$ cat config.mk
export PLATFORM = sky130hd
export DESIGN_NAME = sd_card_spi_host_sequencer_unit
export DESIGN_NICKNAME = d
export VERILOG_FILES = /design/src/design/sdspi_pkg.sv /design/src/design/sdspi_input_stage.sv /design/src/design/sdspi_core.sv /design/src/design/sd_card_spi_host_sequencer_unit.sv
export SDC_FILE = /design/constraint.sdc
export NUM_CORES = 1
export LEC_CHECK = 0
export BUFFER_PORTS_ARGS = -buffer_cell sky130_fd_sc_hd__clkbuf_2
export CAP_MARGIN = 0
export CELL_PAD_IN_SITES_DETAIL_PLACEMENT = 0
export CELL_PAD_IN_SITES_GLOBAL_PLACEMENT = 2
export CORE_ASPECT_RATIO = 2
export CORE_MARGIN = 1.5
export CORE_UTILIZATION = 34
export CTS_CLUSTER_DIAMETER = 50
export DETAILED_ROUTE_END_ITERATION = 8
export GPL_ROUTABILITY_DRIVEN = 0
export GPL_TIMING_DRIVEN = 1
export PLACE_DENSITY = 0.84
export SETUP_SLACK_MARGIN = 0.02
export SKIP_LAST_GASP = 1
export SYNTH_ARGS = -nofsm -noshare
export SYNTH_HDL_FRONTEND = slang
export SYNTH_SLANG_ARGS = --single-unit
$ cat constraint.sdc
create_clock -name aclk -period 12 [get_ports aclk]
set_input_delay 2.4 -clock aclk [delete_from_list [all_inputs] [get_ports aclk]]
set_output_delay 2.4 -clock aclk [all_outputs]
set_load 0.03 [all_outputs]
$ cat src/design/sdspi_pkg.sv
// package: sd spi host sequencer types and constants
`timescale 1ns / 1ps
package sdspi_pkg;

    typedef struct packed {
        logic [1:0]  kind;
        logic [31:0] block_number;
        logic [7:0]  rx_byte;
        logic [7:0]  write_byte;
    } sdspi_in_t;

    typedef struct packed {
        logic [7:0] tx_byte;
        logic       tx_valid;
        logic       chip_select;
        logic [7:0] read_byte;
        logic       read_valid;
        logic       want_write_byte;
        logic       done_res;
        logic [2:0] status;
        logic [1:0] card_type;
    } sdspi_out_t;

    typedef enum logic [4:0] {
        PH_IDLE, PH_INIT_CLK, PH_BUSY, PH_BUSY_REL, PH_CMD, PH_NCR, PH_RESP, PH_REL,
        PH_TOKEN, PH_RDATA, PH_RCRC, PH_W_GAP, PH_W_TOKEN, PH_W_DATA, PH_W_CRC,
        PH_W_RESP, PH_FINAL_REL
    } sdspi_phase_t;

    typedef enum logic [1:0] {REQ_NONE, REQ_INIT, REQ_READ, REQ_WRITE} sdspi_req_t;

    typedef enum logic [2:0] {
        C_CMD0, C_CMD8, C_CMD55, C_ACMD41, C_CMD58, C_CMD16, C_CMD17, C_CMD24
    } sdspi_cmd_t;

    localparam logic [1:0] KIND_INIT  = 2'd0;
    localparam logic [1:0] KIND_READ  = 2'd1;
    localparam logic [1:0] KIND_WRITE = 2'd2;
    localparam logic [1:0] KIND_BYTE  = 2'd3;

    localparam logic [2:0] ST_OK       = 3'd0;
    localparam logic [2:0] ST_INIT_ERR = 3'd1;
    localparam logic [2:0] ST_NO_INIT  = 3'd2;
    localparam logic [2:0] ST_REJECT   = 3'd3;
    localparam logic [2:0] ST_TIMEOUT  = 3'd4;
    localparam logic [2:0] ST_ERR_TOK  = 3'd5;
    localparam logic [2:0] ST_CRC_ERR  = 3'd6;
    localparam logic [2:0] ST_WR_ERR   = 3'd7;

    localparam logic [1:0] CT_UNKNOWN  = 2'd0;
    localparam logic [1:0] CT_V1       = 2'd1;
    localparam logic [1:0] CT_V2_BYTE  = 2'd2;
    localparam logic [1:0] CT_V2_BLOCK = 2'd3;

    localparam logic REG_DUMMY_CRC  = 1'b0;
    localparam logic REG_TOKEN_WAIT = 1'b1;

    localparam logic [9:0] BLOCK_BYTES = 10'd512;

    function automatic logic [7:0] cmd_code(input sdspi_cmd_t c);
        logic [7:0] v;
        unique case (c)
            C_CMD0:   v = 8'h40;
            C_CMD8:   v = 8'h48;
            C_CMD55:  v = 8'h77;
            C_ACMD41: v = 8'h69;
            C_CMD58:  v = 8'h7a;
            C_CMD16:  v = 8'h50;
            C_CMD17:  v = 8'h51;
            default:  v = 8'h58;
        endcase
        return v;
    endfunction

endpackage

$ cat src/design/sdspi_input_stage.sv
// input register stage holding one beat for the sequencer
`timescale 1ns / 1ps
module sdspi_input_stage
    import sdspi_pkg::*;
(
    input  logic      aclk,
    input  logic      aresetn,
    input  logic      s_valid,
    output logic      s_ready,
    input  sdspi_in_t s_data,
    output logic      q_valid,
    input  logic      q_ready,
    output sdspi_in_t q_data
);
    logic      valid_reg;
    sdspi_in_t data_reg;

    assign s_ready = !valid_reg || q_ready;
    assign q_valid = valid_reg;
    assign q_data  = data_reg;

    always_ff @(posedge aclk) begin
        if (!aresetn) begin
            valid_reg <= 1'b0;
        end else if (s_ready) begin
            valid_reg <= s_valid;
        end
    end

    always_ff @(posedge aclk) begin
        if (s_ready && s_valid) begin
            data_reg <= s_data;
        end
    end
endmodule

$ cat src/design/sdspi_core.sv
// sequencer state and single-pass next-state logic
`timescale 1ns / 1ps
module sdspi_core
    import sdspi_pkg::*;
#(
    parameter int INIT_IDLE_BYTES = 10
) (
    input  logic        aclk,
    input  logic        aresetn,
    input  logic        step,
    input  sdspi_in_t   in_data,
    input  logic [7:0]  dummy_crc,
    input  logic [19:0] token_wait_limit,
    output sdspi_out_t  res
);
    sdspi_phase_t phase_reg, phase_next;
    sdspi_req_t   req_reg, req_next;
    sdspi_cmd_t   cmd_reg, cmd_next;
    logic [9:0]   cnt_reg, cnt_next;
    logic [7:0]   resp_reg [5];
    logic [7:0]   resp_next [5];
    logic [1:0]   type_reg, type_next;
    logic [31:0]  addr_reg, addr_next;
    logic [19:0]  wait_reg, wait_next;
    logic         gen_reg, gen_next;
    logic         len5_reg, len5_next;
    logic [2:0]   fst_reg, fst_next;
    logic         cs_reg, cs_next;
    sdspi_out_t   o;

    logic [7:0] rx;
    logic [7:0] r1;
    logic [7:0] cbyte;
    logic [9:0] cidx;
    logic [9:0] cnt_inc;
    logic [19:0] wait_inc;
    logic [2:0] wr;

    assign rx = in_data.rx_byte;
    assign cnt_inc = cnt_reg + 10'd1;
    assign wait_inc = wait_reg + 20'd1;
    assign wr = rx[3:1];
    assign cidx = (phase_reg == PH_CMD) ? cnt_inc : 10'd0;

    always_comb begin
        case (cidx)
            10'd0:   cbyte = cmd_code(cmd_reg);
            10'd1:   cbyte = addr_reg[31:24];
            10'd2:   cbyte = addr_reg[23:16];
            10'd3:   cbyte = addr_reg[15:8];
            10'd4:   cbyte = addr_reg[7:0];
            default: cbyte = (cmd_reg == C_CMD0) ? 8'h95 :
                             (cmd_reg == C_CMD8) ? 8'h87 : dummy_crc;
        endcase
    end

    always_comb begin
        phase_next = phase_reg;
        req_next   = req_reg;
        cmd_next   = cmd_reg;
        cnt_next   = cnt_reg;
        for (int i = 0; i < 5; i++) resp_next[i] = resp_reg[i];
        type_next  = type_reg;
        addr_next  = addr_reg;
        wait_next  = wait_reg;
        gen_next   = gen_reg;
        len5_next  = len5_reg;
        fst_next   = fst_reg;
        cs_next    = cs_reg;
        o          = '0;
        r1         = resp_reg[0];

        if (in_data.kind != KIND_BYTE) begin
            if (phase_reg == PH_IDLE) begin
                if (in_data.kind == KIND_INIT) begin
                    req_next = REQ_INIT; type_next = CT_UNKNOWN; gen_next = 1'b0;
                    cnt_next = '0; phase_next = PH_INIT_CLK;
                    o.tx_byte = 8'hff; o.tx_valid = 1'b1; cs_next = 1'b1;
                end else if (type_reg == CT_UNKNOWN) begin
                    o.done_res = 1'b1; o.status = ST_NO_INIT; cs_next = 1'b1;
                end else begin
                    req_next = (in_data.kind == KIND_READ) ? REQ_READ : REQ_WRITE;
                    cmd_next = (in_data.kind == KIND_READ) ? C_CMD17 : C_CMD24;
                    addr_next = (type_reg == CT_V2_BLOCK) ? in_data.block_number
                                                          : {in_data.block_number[22:0], 9'd0};
                    len5_next = 1'b0; cnt_next = '0; phase_next = PH_BUSY;
                    o.tx_byte = 8'hff; o.tx_valid = 1'b1; cs_next = 1'b0;
                end
            end
        end else if (phase_reg != PH_IDLE) begin
            // default: emit ff with cs low; arms override
            o.tx_byte = 8'hff; o.tx_valid = 1'b1; cs_next = 1'b0;
            // response complete / evaluate folded below
            unique case (phase_reg)
                PH_INIT_CLK: begin
                    cnt_next = cnt_inc;
                    if (cnt_inc < 10'(INIT_IDLE_BYTES)) begin
                        cs_next = 1'b1;
                    end else begin
                        cmd_next = C_CMD0; addr_next = '0; len5_next = 1'b0;
                        cnt_next = '0; phase_next = PH_BUSY;
                    end
                end
                PH_BUSY: begin
                    if (rx == 8'h00) begin
                    end else if (req_reg == REQ_INIT) begin
                        phase_next = PH_BUSY_REL; cs_next = 1'b1;
                    end else begin
                        cnt_next = '0; phase_next = PH_CMD; o.tx_byte = cbyte;
                    end
                end
                PH_BUSY_REL: begin
                    cnt_next = '0; phase_next = PH_CMD; o.tx_byte = cbyte;
                end
                PH_CMD: begin
                    cnt_next = cnt_inc;
                    if (cnt_inc < 10'd6) o.tx_byte = cbyte;
                    else phase_next = PH_NCR;
                end
                PH_NCR, PH_RESP: begin
                    if (phase_reg == PH_NCR && rx == 8'hff) begin
                    end else begin
                        if (phase_reg == PH_NCR) begin
                            resp_next[0] = rx; r1 = rx; cnt_next = 10'd1;
                        end else begin
                            if (cnt_reg < 10'd5) resp_next[3'(cnt_reg)] = rx;
                            cnt_next = cnt_inc;
                        end
                        if (len5_reg && cnt_next < 10'd5) begin
                            phase_next = PH_RESP;
                        end else if (req_reg == REQ_INIT) begin
                            phase_next = PH_REL; cs_next = 1'b1;
                        end else if (r1 != 8'h00) begin
                            fst_next = ST_REJECT; phase_next = PH_FINAL_REL; cs_next = 1'b1;
                        end else if (cmd_reg == C_CMD17) begin
                            wait_next = '0; phase_next = PH_TOKEN;
                        end else begin
                            phase_next = PH_W_GAP;
                        end
                    end
                end
                PH_REL: begin
                    unique case (cmd_reg)
                        C_CMD0: begin
                            if (r1 != 8'h01) phase_next = PH_IDLE;
                            else begin cmd_next = C_CMD8; addr_next = 32'h1aa; end
                        end
                        C_CMD8: begin
                            if ((r1 != 8'h01 && r1 != 8'h05) || (r1 == 8'h01 &&
                                !(resp_reg[4] == 8'haa && resp_reg[3][3:0] == 4'h1)))
                                phase_next = PH_IDLE;
                            else begin
                                gen_next = (r1 == 8'h01); cmd_next = C_CMD55; addr_next = '0;
                            end
                        end
                        C_CMD55: begin
                            cmd_next = C_ACMD41; addr_next = gen_reg ? 32'h4000_0000 : '0;
                        end
                        C_ACMD41: begin
                            if (r1 == 8'h01) begin cmd_next = C_CMD55; addr_next = '0; end
                            else if (r1 != 8'h00) phase_next = PH_IDLE;
                            else if (gen_reg) begin cmd_next = C_CMD58; addr_next = '0; end
                            else begin cmd_next = C_CMD16; addr_next = 32'h200; end
                        end
                        C_CMD58: begin
                            if (r1 != 8'h00) phase_next = PH_IDLE;
                            else if (resp_reg[1][6]) begin
                                type_next = CT_V2_BLOCK; phase_next = PH_IDLE;
                                o.done_res = 1'b1; o.status = ST_OK;
                            end else begin cmd_next = C_CMD16; addr_next = 32'h200; end
                        end
                        default: begin
                            if (r1 != 8'h00) phase_next = PH_IDLE;
                            else begin
                                type_next = gen_reg ? CT_V2_BYTE : CT_V1; phase_next = PH_IDLE;
                                o.done_res = 1'b1; o.status = ST_OK;
                            end
                        end
                    endcase
                    if (phase_next == PH_IDLE) begin
                        if (!o.done_res) begin o.done_res = 1'b1; o.status = ST_INIT_ERR; end
                        req_next = REQ_NONE; cs_next = 1'b1; o.tx_byte = '0; o.tx_valid = 1'b0;
                    end else begin
                        len5_next = (cmd_next == C_CMD8 || cmd_next == C_CMD58);
                        cnt_next = '0; phase_next = PH_BUSY;
                    end
                end
                PH_TOKEN: begin
                    wait_next = wait_inc;
                    if (rx == 8'hff && wait_inc < token_wait_limit) begin
                    end else if (wait_inc >= token_wait_limit) begin
                        fst_next = ST_TIMEOUT; phase_next = PH_FINAL_REL; cs_next = 1'b1;
                    end else if (rx != 8'hfe) begin
                        fst_next = ST_ERR_TOK; phase_next = PH_FINAL_REL; cs_next = 1'b1;
                    end else begin
                        cnt_next = '0; phase_next = PH_RDATA;
                    end
                end
                PH_RDATA: begin
                    o.read_byte = rx; o.read_valid = 1'b1;
                    cnt_next = cnt_inc;
                    if (cnt_inc >= BLOCK_BYTES) begin cnt_next = '0; phase_next = PH_RCRC; end
                end
                PH_RCRC: begin
                    cnt_next = cnt_inc;
                    if (cnt_inc >= 10'd2) begin
                        fst_next = ST_OK; phase_next = PH_FINAL_REL; cs_next = 1'b1;
                    end
                end
                PH_W_GAP: begin
                    phase_next = PH_W_TOKEN; o.tx_byte = 8'hfe; o.want_write_byte = 1'b1;
                end
                PH_W_TOKEN: begin
                    cnt_next = 10'd1; phase_next = PH_W_DATA;
                    o.tx_byte = in_data.write_byte; o.want_write_byte = 1'b1;
                end
                PH_W_DATA: begin
                    if (cnt_reg < BLOCK_BYTES) begin
                        cnt_next = cnt_inc; o.tx_byte = in_data.write_byte;
                        o.want_write_byte = (cnt_inc < BLOCK_BYTES);
                    end else begin
                        cnt_next = '0; phase_next = PH_W_CRC; o.tx_byte = dummy_crc;
                    end
                end
                PH_W_CRC: begin
                    cnt_next = cnt_inc;
                    if (cnt_inc < 10'd2) o.tx_byte = dummy_crc;
                    else phase_next = PH_W_RESP;
                end
                PH_W_RESP: begin
                    fst_next = (wr == 3'd2) ? ST_OK : (wr == 3'd5) ? ST_CRC_ERR : ST_WR_ERR;
                    phase_next = PH_FINAL_REL; cs_next = 1'b1;
                end
                PH_FINAL_REL: begin
                    phase_next = PH_IDLE; req_next = REQ_NONE; cs_next = 1'b1;
                    o.tx_byte = '0; o.tx_valid = 1'b0; o.done_res = 1'b1; o.status = fst_reg;
                end
                default: begin
                    o.tx_byte = '0; o.tx_valid = 1'b0; cs_next = cs_reg;
                end
            endcase
        end
        o.chip_select = cs_next;
        o.card_type = type_next;
    end

    always_ff @(posedge aclk) begin
        if (!aresetn) begin
            phase_reg <= PH_IDLE;
            req_reg   <= REQ_NONE;
            cmd_reg   <= C_CMD0;
            cnt_reg   <= '0;
            type_reg  <= CT_UNKNOWN;
            addr_reg  <= '0;
            wait_reg  <= '0;
            gen_reg   <= 1'b0;
            len5_reg  <= 1'b0;
            fst_reg   <= ST_OK;
            cs_reg    <= 1'b1;
        end else if (step) begin
            phase_reg <= phase_next;
            req_reg   <= req_next;
            cmd_reg   <= cmd_next;
            cnt_reg   <= cnt_next;
            type_reg  <= type_next;
            addr_reg  <= addr_next;
            wait_reg  <= wait_next;
            gen_reg   <= gen_next;
            len5_reg  <= len5_next;
            fst_reg   <= fst_next;
            cs_reg    <= cs_next;
        end
    end

    always_ff @(posedge aclk) begin
        if (step) begin
            for (int i = 0; i < 5; i++) resp_reg[i] <= resp_next[i];
        end
    end

    assign res = o;
endmodule

$ cat src/design/sd_card_spi_host_sequencer_unit.sv
// top level: sd card spi-mode host sequencer
//  channel | ports                       | dir
//  input   | s_valid s_ready s_data      | in
//  result  | m_valid m_ready m_data      | out
//  config  | cfg_we cfg_index cfg_data   | in
// one beat in per cycle while the result is not stalled; a beat passes the input
// register, the single pass of the phase logic and then the result register
// aresetn synchronous: phase idle, card type unknown, control registers to defaults
// a stalled result holds the core; the input register still takes one beat if empty
`timescale 1ns / 1ps
module sd_card_spi_host_sequencer_unit
    import sdspi_pkg::*;
#(
    parameter int INIT_IDLE_BYTES = 10
) (
    input  logic        aclk,
    input  logic        aresetn,
    input  logic        s_valid,
    output logic        s_ready,
    input  sdspi_in_t   s_data,
    output logic        m_valid,
    input  logic        m_ready,
    output sdspi_out_t  m_data,
    input  logic        cfg_we,
    input  logic        cfg_index,
    input  logic [19:0] cfg_data
);
    logic        q_valid, q_ready, step;
    sdspi_in_t   q_data;
    sdspi_out_t  res;
    logic [7:0]  dummy_crc_reg;
    logic [19:0] token_wait_limit_reg;
    logic        out_valid_reg;
    sdspi_out_t  out_data_reg;

    assign q_ready = !out_valid_reg || m_ready;
    assign step    = q_valid && q_ready;

    sdspi_input_stage u_in (
        .aclk, .aresetn, .s_valid, .s_ready, .s_data,
        .q_valid, .q_ready, .q_data
    );

    sdspi_core #(.INIT_IDLE_BYTES(INIT_IDLE_BYTES)) u_core (
        .aclk, .aresetn, .step, .in_data(q_data),
        .dummy_crc(dummy_crc_reg), .token_wait_limit(token_wait_limit_reg), .res
    );

    always_ff @(posedge aclk) begin
        if (!aresetn) begin
            dummy_crc_reg        <= 8'hff;
            token_wait_limit_reg <= 20'd1000000;
        end else if (cfg_we) begin
            if (cfg_index == REG_DUMMY_CRC) dummy_crc_reg <= cfg_data[7:0];
            else token_wait_limit_reg <= cfg_data;
        end
    end

    always_ff @(posedge aclk) begin
        if (!aresetn) begin
            out_valid_reg <= 1'b0;
        end else if (q_ready) begin
            out_valid_reg <= q_valid;
        end
    end

    always_ff @(posedge aclk) begin
        if (step) out_data_reg <= res;
    end

    assign m_valid = out_valid_reg;
    assign m_data  = out_data_reg;

    a_hold: assert property (@(posedge aclk) disable iff (!aresetn)
        m_valid && !m_ready |=> m_valid && $stable(m_data)) else $error("result not held");
    a_done_idle: assert property (@(posedge aclk) disable iff (!aresetn)
        m_valid && m_data.done_res |-> !m_data.tx_valid) else $error("done with transfer");
    a_status: assert property (@(posedge aclk) disable iff (!aresetn)
        m_valid && !m_data.done_res |-> m_data.status == ST_OK) else $error("stray status");
    a_rd: assert property (@(posedge aclk) disable iff (!aresetn)
        m_valid && m_data.read_valid |-> m_data.tx_valid && !m_data.chip_select)
        else $error("read byte outside transfer");
endmodule
==> results.tsv, run 1 <==
metric	value	unit
critical path data arrival time	2.99	ns
number of gates resized after CTS	0	
layout filler cell count	3376	
post-synthesis cell area	0.01124	sq mm
chip width	131.6	um
hold buffers post-CTS	0	
count of port buffers added during placement	103	
measured slew at the worst slew-check pin	1.069	ns
minimum setup slack among reg-to-reg paths	7.09	ns
clock-pin slew on the worst setup and hold paths	0.06	ns
Mapped Nets	1349	
Bufs on Longest Clock Path	3	
Netlist cell types	91	
# nets final	1426	
maximum fanout along the worst path	4	
DIE HEIGHT	260.1	um
startpoint type of the worst setup path	input pin	
number of violations of the max-capacitance limit	0	
std cell rows	94	
final WL	37.03	mm
power density relative to cell area	126.9	mW/mm^2
Post-DRT Antenna Nets	0	
antenna fix cells	0	
Max Clk Rate	185.6	MHz
number of storage elements in the synthesis netlist	207	
share of async-settable or async-resettable flops after synthesis	0	%
cell types occupying the most area after synthesis	sky130_fd_sc_hd__edfxtp_1 (26%), sky130_fd_sc_hd__dfxtp_1 (20%), sky130_fd_sc_hd__nand2_1 (6.1%)	
number of buffers created by CTS	22	
Mean Syn Cell Area	9.050	sq um
cell with the most instances after synthesis	sky130_fd_sc_hd__nand2_1	
Max Clock Skew	0.02408	ns
cell at the root of the clock tree	sky130_fd_sc_hd__clkbuf_16	
GRT Residual Overflow	0	
Vias/cell	5.492	
final cycle utilization of the critical path	44.90	%
fraction of final layout cells with drive strength greater than 1	15.81	%
wire length of the first global-routing pass	56.32	mm
result of the run	complete, no violations	
clock latency at the later pin of the worst-skew pair	0.54	ns
violation count after the first detailed-routing iteration	545	
DRC violation count after routing	0	
htree depth	1	
clock tree from TritonCTS	done	
kind of cell adding the most delay to the critical path	simple AND/OR/NAND/NOR gates	
final count of pins violating max slew	0	
antenna violations before repair	0	
number of warning messages in the yosys log	0	
number of flops mapped to enable cells by yosys	97	
via count of the first global-routing pass	9872	
pre-CTS setup slack	6.636	ns
most numerous cell types in the synthesized netlist	sky130_fd_sc_hd__nand2_1 (182), sky130_fd_sc_hd__nor2_1 (112), sky130_fd_sc_hd__dfxtp_1 (110), sky130_fd_sc_hd__a21oi_1 (102), sky130_fd_sc_hd__edfxtp_1 (97)	
final routed wire length divided by cell count	20.95	um
proportion of synthesized chip area in sequential cells	45.51	%
Largest stage delay, worst path	0.22	ns
number of sinks on the clock net	207	
path type of the worst setup path	input pin to output port	
area overhead of the layout relative to synthesis	14.94	%
maximum number of pins on one net before global-route repair	77	
post-layout worst setup margin	6.612	ns
unrepaired setup endpoints after global routing	no	
area share of the largest cell type after synthesis	25.92	%
floorplan die area	0.03422	sq mm
Max-slew headroom	28.14	%
Worst path slowest cell	sky130_fd_sc_hd__nor2b_1	
cell type with the highest aggregate area in the netlist	sky130_fd_sc_hd__edfxtp_1	
total number of vias	9705	
cell count after synthesis	1242	
most common flop cell mapped by yosys	sky130_fd_sc_hd__dfxtp_1	
path type of the worst min-delay path	flop to flop	
maximum vdd ir drop	101.3	uV
category of the worst setup path capture point	output port	
number of post-CTS setup repair buffers	0	
most frequent CP cell	sky130_fd_sc_hd__clkbuf_2	
IO Count	104	
Fin Setup TNS	0	ns
Initial Utilization	34.38	%
Core Area	0.03270	sq mm
flip-flop count of the largest register, all copies and words added	50	
required time at the worst-slack endpoint	9.60	ns
placed wire-length estimate after detailed placement	27.83	mm
shortest period the worst path allows	5.388	ns
aggregate global-route resource usage	21.38	%
CP Cell Sequence	clkbuf_2 -> nor2b_1 -> nand2_1 -> clkbuf_2	
Final setup viols	0	
static leakage	4.628	nW
CP bufs+invs	2	
Hold Fails Final Rpt	0	
total iterations of the first detailed-routing run	5	
power by group:
part / leakage, nW / internal (mW) / switching [mW] / total (mW)
clock network: 0.366 / 0.425 / 0.305 / 0.729
registers: 1.82 / 0.763 / 0.0172 / 0.780
logic: 2.44 / 0.0422 / 0.0880 / 0.130
total: 4.63 / 1.23 / 0.410 / 1.64
final timing paths:
path	depth (start not counted)	startpoint	end
max reg2reg	14	u_core.wait_reg[0]	u_core.cnt_reg[7]
min reg2reg	2	token_wait_limit_reg[7]	token_wait_limit_reg[7]
max	4	m_ready	s_ready
min	2	token_wait_limit_reg[7]	token_wait_limit_reg[7]
cells by family after synthesis:
| logic type | synth area share (%) |
|---|---|
| fa+ha+maj | 3.451 |
| flops | 45.51 |
| simple gates | 22.72 |
| buf+inv | 4.074 |
| compound gates | 18.68 |
| mux | 3.395 |
| xor+xnor | 2.171 |
cell type report:
type                    instances  area (sq um)  share of cell area [%]
clock buffers                  24         589.3                   4.562
clock inverters                16         181.4                   1.404
inverters                      40         150.1                   1.162
multi-input cells             926          5684                   44.00
flip-flops and latches        207          5115                   39.59
well taps                     432         540.5                   4.184
repair buffers                122         658.1                   5.094
worst reg2reg max path, delay by kind of cell (launching register included):
kind | cells | cell delay [ns]
AND/OR/NAND/NOR | 7 | 2.22
AO/OA/AOI/OAI | 4 | 1.22
adder cells (fa/ha/maj) | 2 | 0.63
flip-flops | 1 | 0.44
XOR/XNOR | 1 | 0.27
cell usage in the layout, fill, tap and decap left out, drive strengths merged, types with 9 or more instances in the layout:
cell type / count
xor2: 9
ha: 31
a21oi: 102
nor2b: 18
nand4: 11
inv: 42
dfxtp: 110
or3: 22
nand2: 183
or4: 9
clkbuf: 127
mux2i: 28
o211ai: 17
buf: 19
edfxtp: 97
nor3: 33
nor2: 113
and2: 16
a31oi: 23
nand3: 48
xnor2: 18
mux2: 9
a211oi: 15
nor4: 16
nand2b: 21
o21ai: 58
routing by layer:
metal / GRT usage, % / vias to the layer above / share of wire [%]
li1: - / 4710 / -
met1: 19.20 / 4612 / 33
met2: 43.39 / 267 / 56
met3: 2.573 / 116 / 3.3
met4: 14.81 / 0 / 7.3
met5: 0 / - / 0
stage by stage:
stage | cells | util, % | power [mW] | hold slack, ns | area (sq um)
after CTS | 1767 | 39.51 | 1.662 | 0.4558 | 12920
after global routing | 1767 | 39.51 | 1.699 | 0.4803 | 12920
after detailed placement | 1727 | 37.15 | 0.9262 | 0.4465 | 12150
after global placement | 1727 | 37.15 | 0.9252 | 0.4449 | 12150
final | 1767 | 39.51 | 1.640 | 0.4553 | 12920
after floorplan | 1242 | - | 0.8739 | 0.4321 | 11240
Power figures use the tool's default switching activity.
==> run 2: changes to the inputs <==
==> constraint.sdc (replaced) <==
create_clock -name aclk -period 5.43 [get_ports aclk]
set_input_delay 1.086 -clock aclk [delete_from_list [all_inputs] [get_ports aclk]]
set_output_delay 1.086 -clock aclk [all_outputs]
set_load 0.03 [all_outputs]
==> run 2 against run 1 <==
  * Via count is 1.1% higher
  * Largest power group unchanged
  * Critical path depth up 12
  * Hold slack better by 0.0022 ns
  * Critical endpoint is now u_core.cnt_reg[6]
  * Register-to-register slack worse by 6.4 ns
==> results.tsv, run 2 (same netlist as run 1, synthesis figures left out) <==
metric	value	unit	change
DRC violation count after routing	0		unchanged
minimum setup slack among reg-to-reg paths	0.70	ns	-6.39 ns
category of the worst setup path capture point	flop		
post-place instance area	0.01222	sq mm	+0.62%
area overhead of the layout relative to synthesis	16.03	%	
result of the run	complete, no violations		
cell at the root of the clock tree	sky130_fd_sc_hd__clkbuf_16		
final routed wire length divided by cell count	20.94	um	about the same
# nets final	1439		+0.91%
via count of the first global-routing pass	9737		-1.4%
aggregate global-route resource usage	21.32	%	-0.055 points
worst flop-to-flop path startpoint	u_core.wait_reg[0]		
placed wire-length estimate after detailed placement	28.48	mm	+2.3%
clock latency at the later pin of the worst-skew pair	0.55	ns	about the same
Hold Fails Final Rpt	0		unchanged
commonest non-fill, non-tap cell in the layout	sky130_fd_sc_hd__nand2_1		
Fin Setup TNS	0	ns	unchanged
unrepaired setup endpoints after global routing	no		
maximum vdd ir drop	251.5	uV	+150%
Seq. cell area	0.005115	sq mm	unchanged
number of sinks on the clock net	207		unchanged
endpoint with the worst hold slack	token_wait_limit_reg[5]		
required time at the worst-slack endpoint	5.85	ns	-3.75 ns
critical path data arrival time	5.16	ns	+2.17 ns
total iterations of the first detailed-routing run	5		unchanged
wire length of the first global-routing pass	56.15	mm	-0.31%
fraction of final layout cells with drive strength greater than 1	16.59	%	+0.79 points
Post-DRT Antenna Nets	0		unchanged
number of buffers created by CTS	24		+9.1%
floorplan die area	0.03422	sq mm	unchanged
maximum number of pins on one net before global-route repair	48		-38%
static leakage	4.725	nW	+2.1%
Initial Utilization	34.38	%	unchanged
htree depth	1		unchanged
antenna violations before repair	0		unchanged
Bufs on Longest Clock Path	3		unchanged
power density relative to cell area	283.5	mW/mm^2	+120%
DIE HEIGHT	260.1	um	unchanged
Core Area	0.03270	sq mm	unchanged
count of port buffers added during placement	103		unchanged
GRT Residual Overflow	0		unchanged
depth of the worst register-to-register path	16		+2
total number of vias	9808		+1.1%
final WL	37.32	mm	+0.78%
Cells on Worst Hold Path	2		unchanged
Max-slew headroom	33.18	%	+5.0 points
violation count after the first detailed-routing iteration	563		+3.3%
clock tree from TritonCTS	done		
Vias/cell	5.504		+0.21%
cell total after placement	1738		+0.64%
final count of pins violating max slew	0		unchanged
non-filler instance count after layout	1782		+0.85%
Max Clock Skew	0.02261	ns	-0.001472 ns
startpoint type of the worst setup path	flop		
antenna fix cells	0		unchanged
reg2reg end	u_core.cnt_reg[6]		
final cycle utilization of the critical path	87.17	%	
shortest period the worst path allows	4.733	ns	
Layout Cell Area excl Fill	0.01304	sq mm	+0.95%
hold path start	token_wait_limit_reg[5]		
multi-input logic area	0.005677	sq mm	-0.13%
hold buffers post-CTS	0		unchanged
number of gates resized after CTS	0		unchanged
share of the core filled with cells	39.89	%	+0.38 points
clock-pin slew on the worst setup and hold paths	0.06	ns	about the same
measured slew at the worst slew-check pin	0.9947	ns	-0.07439 ns
Design Power	3.698	mW	+130%
chip width	131.6	um	unchanged
path type of the worst min-delay path	flop to flop		
Max Clk Rate	211.3	MHz	
maximum fanout along the worst path	16		+12
most frequent cells in the layout	sky130_fd_sc_hd__nand2_1 (182), sky130_fd_sc_hd__nor2_1 (112), sky130_fd_sc_hd__dfxtp_1 (110)		
flip-flop count of the largest register, all copies and words added	50		unchanged
layout filler cell count	3401		+0.74%
number of violations of the max-capacitance limit	0		unchanged
path type of the worst setup path	flop to flop		
std cell rows	94		unchanged
IO Count	104		unchanged
Final setup viols	0		unchanged
number of post-CTS setup repair buffers	0		unchanged
[run 2: cell types whose count changed in the layout (fill, tap and decap cells not counted), sizes merged]
| cell | change |
|---|---|
| inv | +4 |
| buf | +11 |
| clkinv | +1 |
| clkbuf | +4 |
| bufinv | -1 |
| clkinvlp | -4 |
[run 2: critical path, cell delays in order, from the launching register on]
cell	delay (ns)
sky130_fd_sc_hd__dfxtp_1	0.42
sky130_fd_sc_hd__ha_1	0.27
sky130_fd_sc_hd__nand3_1	0.18
sky130_fd_sc_hd__nor4_1	0.55
sky130_fd_sc_hd__and2_1	0.23
sky130_fd_sc_hd__nand2b_1	0.11
sky130_fd_sc_hd__nor2_1	0.14
sky130_fd_sc_hd__xor2_1	0.10
sky130_fd_sc_hd__ha_1	0.30
sky130_fd_sc_hd__nand4_1	0.19
sky130_fd_sc_hd__or3_1	0.41
sky130_fd_sc_hd__or4_1	0.45
sky130_fd_sc_hd__and3b_1	0.24
sky130_fd_sc_hd__a311o_1	0.39
sky130_fd_sc_hd__nand2_2	0.23
sky130_fd_sc_hd__nor3_1	0.11
sky130_fd_sc_hd__a32o_1	0.26
[run 2: through the flow]
stage,hold slack [ns],setup slack (ns)
after floorplan,0.4321,1.277
after global placement,0.4459,0.8634
after detailed placement,0.4507,0.7157
after CTS,0.4596,0.6829
after global routing,0.4852,0.4356
final,0.4575,0.6965
[run 2: metal layers]
| layer | vias up | wire length [um] | GRT usage, % |
|---|---|---|---|
| met2 | 266 | 21190 | 43.38 |
| met3 | 103 | 1247 | 2.573 |
| met1 | 4690 | 12310 | 19.19 |
| met4 | 0 | 2565 | 14.44 |
| li1 | 4749 | - | - |
| met5 | - | 0 | 0 |
[run 2: how the worst max path moves through the flow]
| stage | from | endpoint | slack, ns | depth (start not counted) |
|---|---|---|---|---|
| global route | u_core.wait_reg[0] | u_core.cnt_reg[6] | 0.44 | 16 |
| finish | u_core.wait_reg[0] | u_core.cnt_reg[6] | 0.70 | 16 |
| detailed placement | u_core.wait_reg[0] | u_core.cnt_reg[6] | 0.72 | 16 |
| floorplan | u_core.wait_reg[2] | u_core.cnt_reg[5] | 1.28 | 16 |
| CTS | u_core.wait_reg[0] | u_core.cnt_reg[6] | 0.68 | 16 |
| global placement | u_core.wait_reg[0] | u_core.cnt_reg[6] | 0.86 | 16 |
[run 2: report_power, final]
part           internal, mW  switching [mW]
Sequential             1.69          0.0344
Clock                 0.971           0.705
Combinational        0.0955           0.205
Total                  2.75           0.944
[run 2: cell type report]
| type | instances | area share [%] |
|---|---|---|
| clock inverter | 16 | 1.314 |
| inverter | 40 | 1.151 |
| multi-input combinational | 926 | 43.53 |
| timing repair buffer | 133 | 5.680 |
| sequential | 207 | 39.22 |
| clock buffer | 28 | 4.960 |
| tap | 432 | 4.145 |
==> run 3: changes to the inputs <==
==> constraint.sdc (replaced) <==
create_clock -name aclk -period 5.5 [get_ports aclk]
set_input_delay 1.1 -clock aclk [delete_from_list [all_inputs] [get_ports aclk]]
set_output_delay 1.1 -clock aclk [all_outputs]
set_load 0.03 [all_outputs]
==> run 3 against run 2 <==
  * First-iteration DRC count is 2.1% lower
  * Final area down 0.48%
  * Worst setup slack better by 0.18 ns
  * Cell count is 0.11% lower
  * Non-clock buffer count is 1 higher
  * Critical path depth did not move
  * Die area unchanged
  * Sequential power barely moved
  * Core utilization decreased by 0.19 points
  * Power decreased by 4.3%
  * Clock power fell by 8%
  * Hold slack worse by 0.0022 ns
  * Critical path type unchanged
==> results.tsv, run 3 (same netlist as run 1, synthesis figures left out) <==
metric	value	unit	change
Fin Setup TNS	0	ns	unchanged
Initial Utilization	34.38	%	unchanged
Bufs on Longest Clock Path	3		unchanged
Max Clk Rate	216.3	MHz	+2.4%
total iterations of the first detailed-routing run	5		unchanged
antenna violations before repair	0		unchanged
htree depth	1		unchanged
Final setup viols	0		unchanged
shortest period the worst path allows	4.623	ns	-0.1108 ns
minimum setup slack among reg-to-reg paths	0.88	ns	+0.18 ns
measured slew at the worst slew-check pin	0.9169	ns	-0.07780 ns
violation count after the first detailed-routing iteration	551		-2.1%
Max-slew headroom	38.88	%	+5.7 points
Hold Fails Final Rpt	0		unchanged
critical path data arrival time	5.04	ns	-0.12 ns
antenna fix cells	0		unchanged
Vias/cell	5.548		+0.81%
maximum fanout along the worst path	16		unchanged
wire length of the first global-routing pass	56.65	mm	+0.90%
Post-DRT Antenna Nets	0		unchanged
pre-CTS setup slack	0.8348	ns	+0.1191 ns
most frequent cells in the layout	sky130_fd_sc_hd__nand2_1 (182), sky130_fd_sc_hd__nor2_1 (112), sky130_fd_sc_hd__dfxtp_1 (110)		
clock tree from TritonCTS	done		
final WL	37.16	mm	-0.43%
unrepaired setup endpoints after global routing	no		
cell total after placement	1739		+0.058%
floorplan die area	0.03422	sq mm	unchanged
clock latency at the later pin of the worst-skew pair	0.53	ns	-0.02 ns
category of the worst setup path capture point	flop		
power density relative to cell area	272.7	mW/mm^2	-3.8%
number of sinks on the clock net	207		unchanged
aggregate global-route resource usage	21.45	%	+0.13 points
std cell rows	94		unchanged
post-layout worst setup margin	0.8774	ns	+0.1808 ns
final count of pins violating max slew	0		unchanged
clock-pin slew on the worst setup and hold paths	0.07	ns	about the same
result of the run	complete, no violations		
placed wire-length estimate after detailed placement	28.54	mm	+0.20%
count of port buffers added during placement	103		unchanged
# nets final	1439		unchanged
path type of the worst min-delay path	flop to flop		
static leakage	4.695	nW	-0.64%
startpoint type of the worst setup path	flop		
final routed wire length divided by cell count	20.87	um	-0.32%
DIE HEIGHT	260.1	um	unchanged
GRT Residual Overflow	0		unchanged
commonest non-fill, non-tap cell in the layout	sky130_fd_sc_hd__nand2_1		
required time at the worst-slack endpoint	5.92	ns	+0.07 ns
fraction of final layout cells with drive strength greater than 1	16.32	%	-0.27 points
hold buffers post-CTS	0		unchanged
cell at the root of the clock tree	sky130_fd_sc_hd__clkbuf_16		
maximum vdd ir drop	186.4	uV	-26%
path type of the worst setup path	flop to flop		
DRC violation count after routing	0		unchanged
number of gates resized after CTS	0		unchanged
maximum number of pins on one net before global-route repair	47		-2.1%
number of violations of the max-capacitance limit	0		unchanged
chip width	131.6	um	unchanged
number of post-CTS setup repair buffers	0		unchanged
Max Clock Skew	0.01674	ns	-0.005868 ns
area overhead of the layout relative to synthesis	15.47	%	
non-filler instance count after layout	1780		-0.11%
total number of vias	9876		+0.69%
via count of the first global-routing pass	9972		+2.4%
final cycle utilization of the critical path	84.05	%	-3.1 points
Core Area	0.03270	sq mm	unchanged
IO Count	104		unchanged
flip-flop count of the largest register, all copies and words added	50		unchanged
number of buffers created by CTS	23		-4.2%
-- run 3: cell types whose count changed in the layout (fill, tap and decap cells not counted), sizes merged --
cell,before,now
inv,46,44
buf,30,31
bufinv,2,1
clkbuf,131,132
clkinv,7,6
-- run 3: final cells by class --
class,count,area (sq um)
timing repair buffer,134,748.2
inverter,40,150.1
fill,3395,19720
tap,432,540.5
sequential,207,5115
clock inverter,12,107.6
clock buffer,29,640.6
multi-input combinational,926,5677
-- run 3: metal layers --
layer  track usage, %  up-vias  routed length (um)
li1                 -     4725                   -
met1            19.32     4743               12320
met2            43.57      289               20900
met3            2.534      119                1251
met4            14.72        0                2685
met5                0        -                   0
-- run 3: power by group --
| group | total (mW) | switching (mW) | leakage [nW] | internal [mW] |
|---|---|---|---|---|
| combinational | 0.296 | 0.200 | 2.50 | 0.0951 |
| sequential | 1.70 | 0.0341 | 1.82 | 1.67 |
| clock | 1.54 | 0.661 | 0.372 | 0.883 |
-- run 3: worst max-delay path, stage by stage, from the launching register on --
cell                       delay [ns]
sky130_fd_sc_hd__dfxtp_1         0.42
sky130_fd_sc_hd__ha_1            0.26
sky130_fd_sc_hd__nand3_1         0.19
sky130_fd_sc_hd__nor4_1          0.53
sky130_fd_sc_hd__and2_1          0.23
sky130_fd_sc_hd__nand2b_1        0.11
sky130_fd_sc_hd__nor2_1          0.14
sky130_fd_sc_hd__xor2_1          0.09
sky130_fd_sc_hd__ha_1            0.29
sky130_fd_sc_hd__nand4_1         0.18
sky130_fd_sc_hd__or3_1           0.41
sky130_fd_sc_hd__or4_1           0.45
sky130_fd_sc_hd__and3b_1         0.24
sky130_fd_sc_hd__a311o_1         0.38
sky130_fd_sc_hd__nand2_2         0.22
sky130_fd_sc_hd__nor3_1          0.10
sky130_fd_sc_hd__a32o_1          0.26
-- run 3: path summary, 6_finish.rpt --
kind	from	to	cells after the start
setup / recovery	u_core.wait_reg[0]	u_core.cnt_reg[6]	16
hold / removal	token_wait_limit_reg[11]	token_wait_limit_reg[11]	2
setup reg to reg	u_core.wait_reg[0]	u_core.cnt_reg[6]	16
hold reg to reg	token_wait_limit_reg[11]	token_wait_limit_reg[11]	2
-- run 3: per-stage QoR --
step	hold WS, ns	utilization, %	power (mW)	cell area (sq um)
after floorplan	0.4321	-	1.907	11240
after global placement	0.4448	37.41	2.026	12230
after detailed placement	0.4511	37.41	2.029	12230
after CTS	0.4598	39.69	3.581	12980
after global routing	0.4829	39.69	3.673	12980
final	0.4553	39.69	3.539	12980
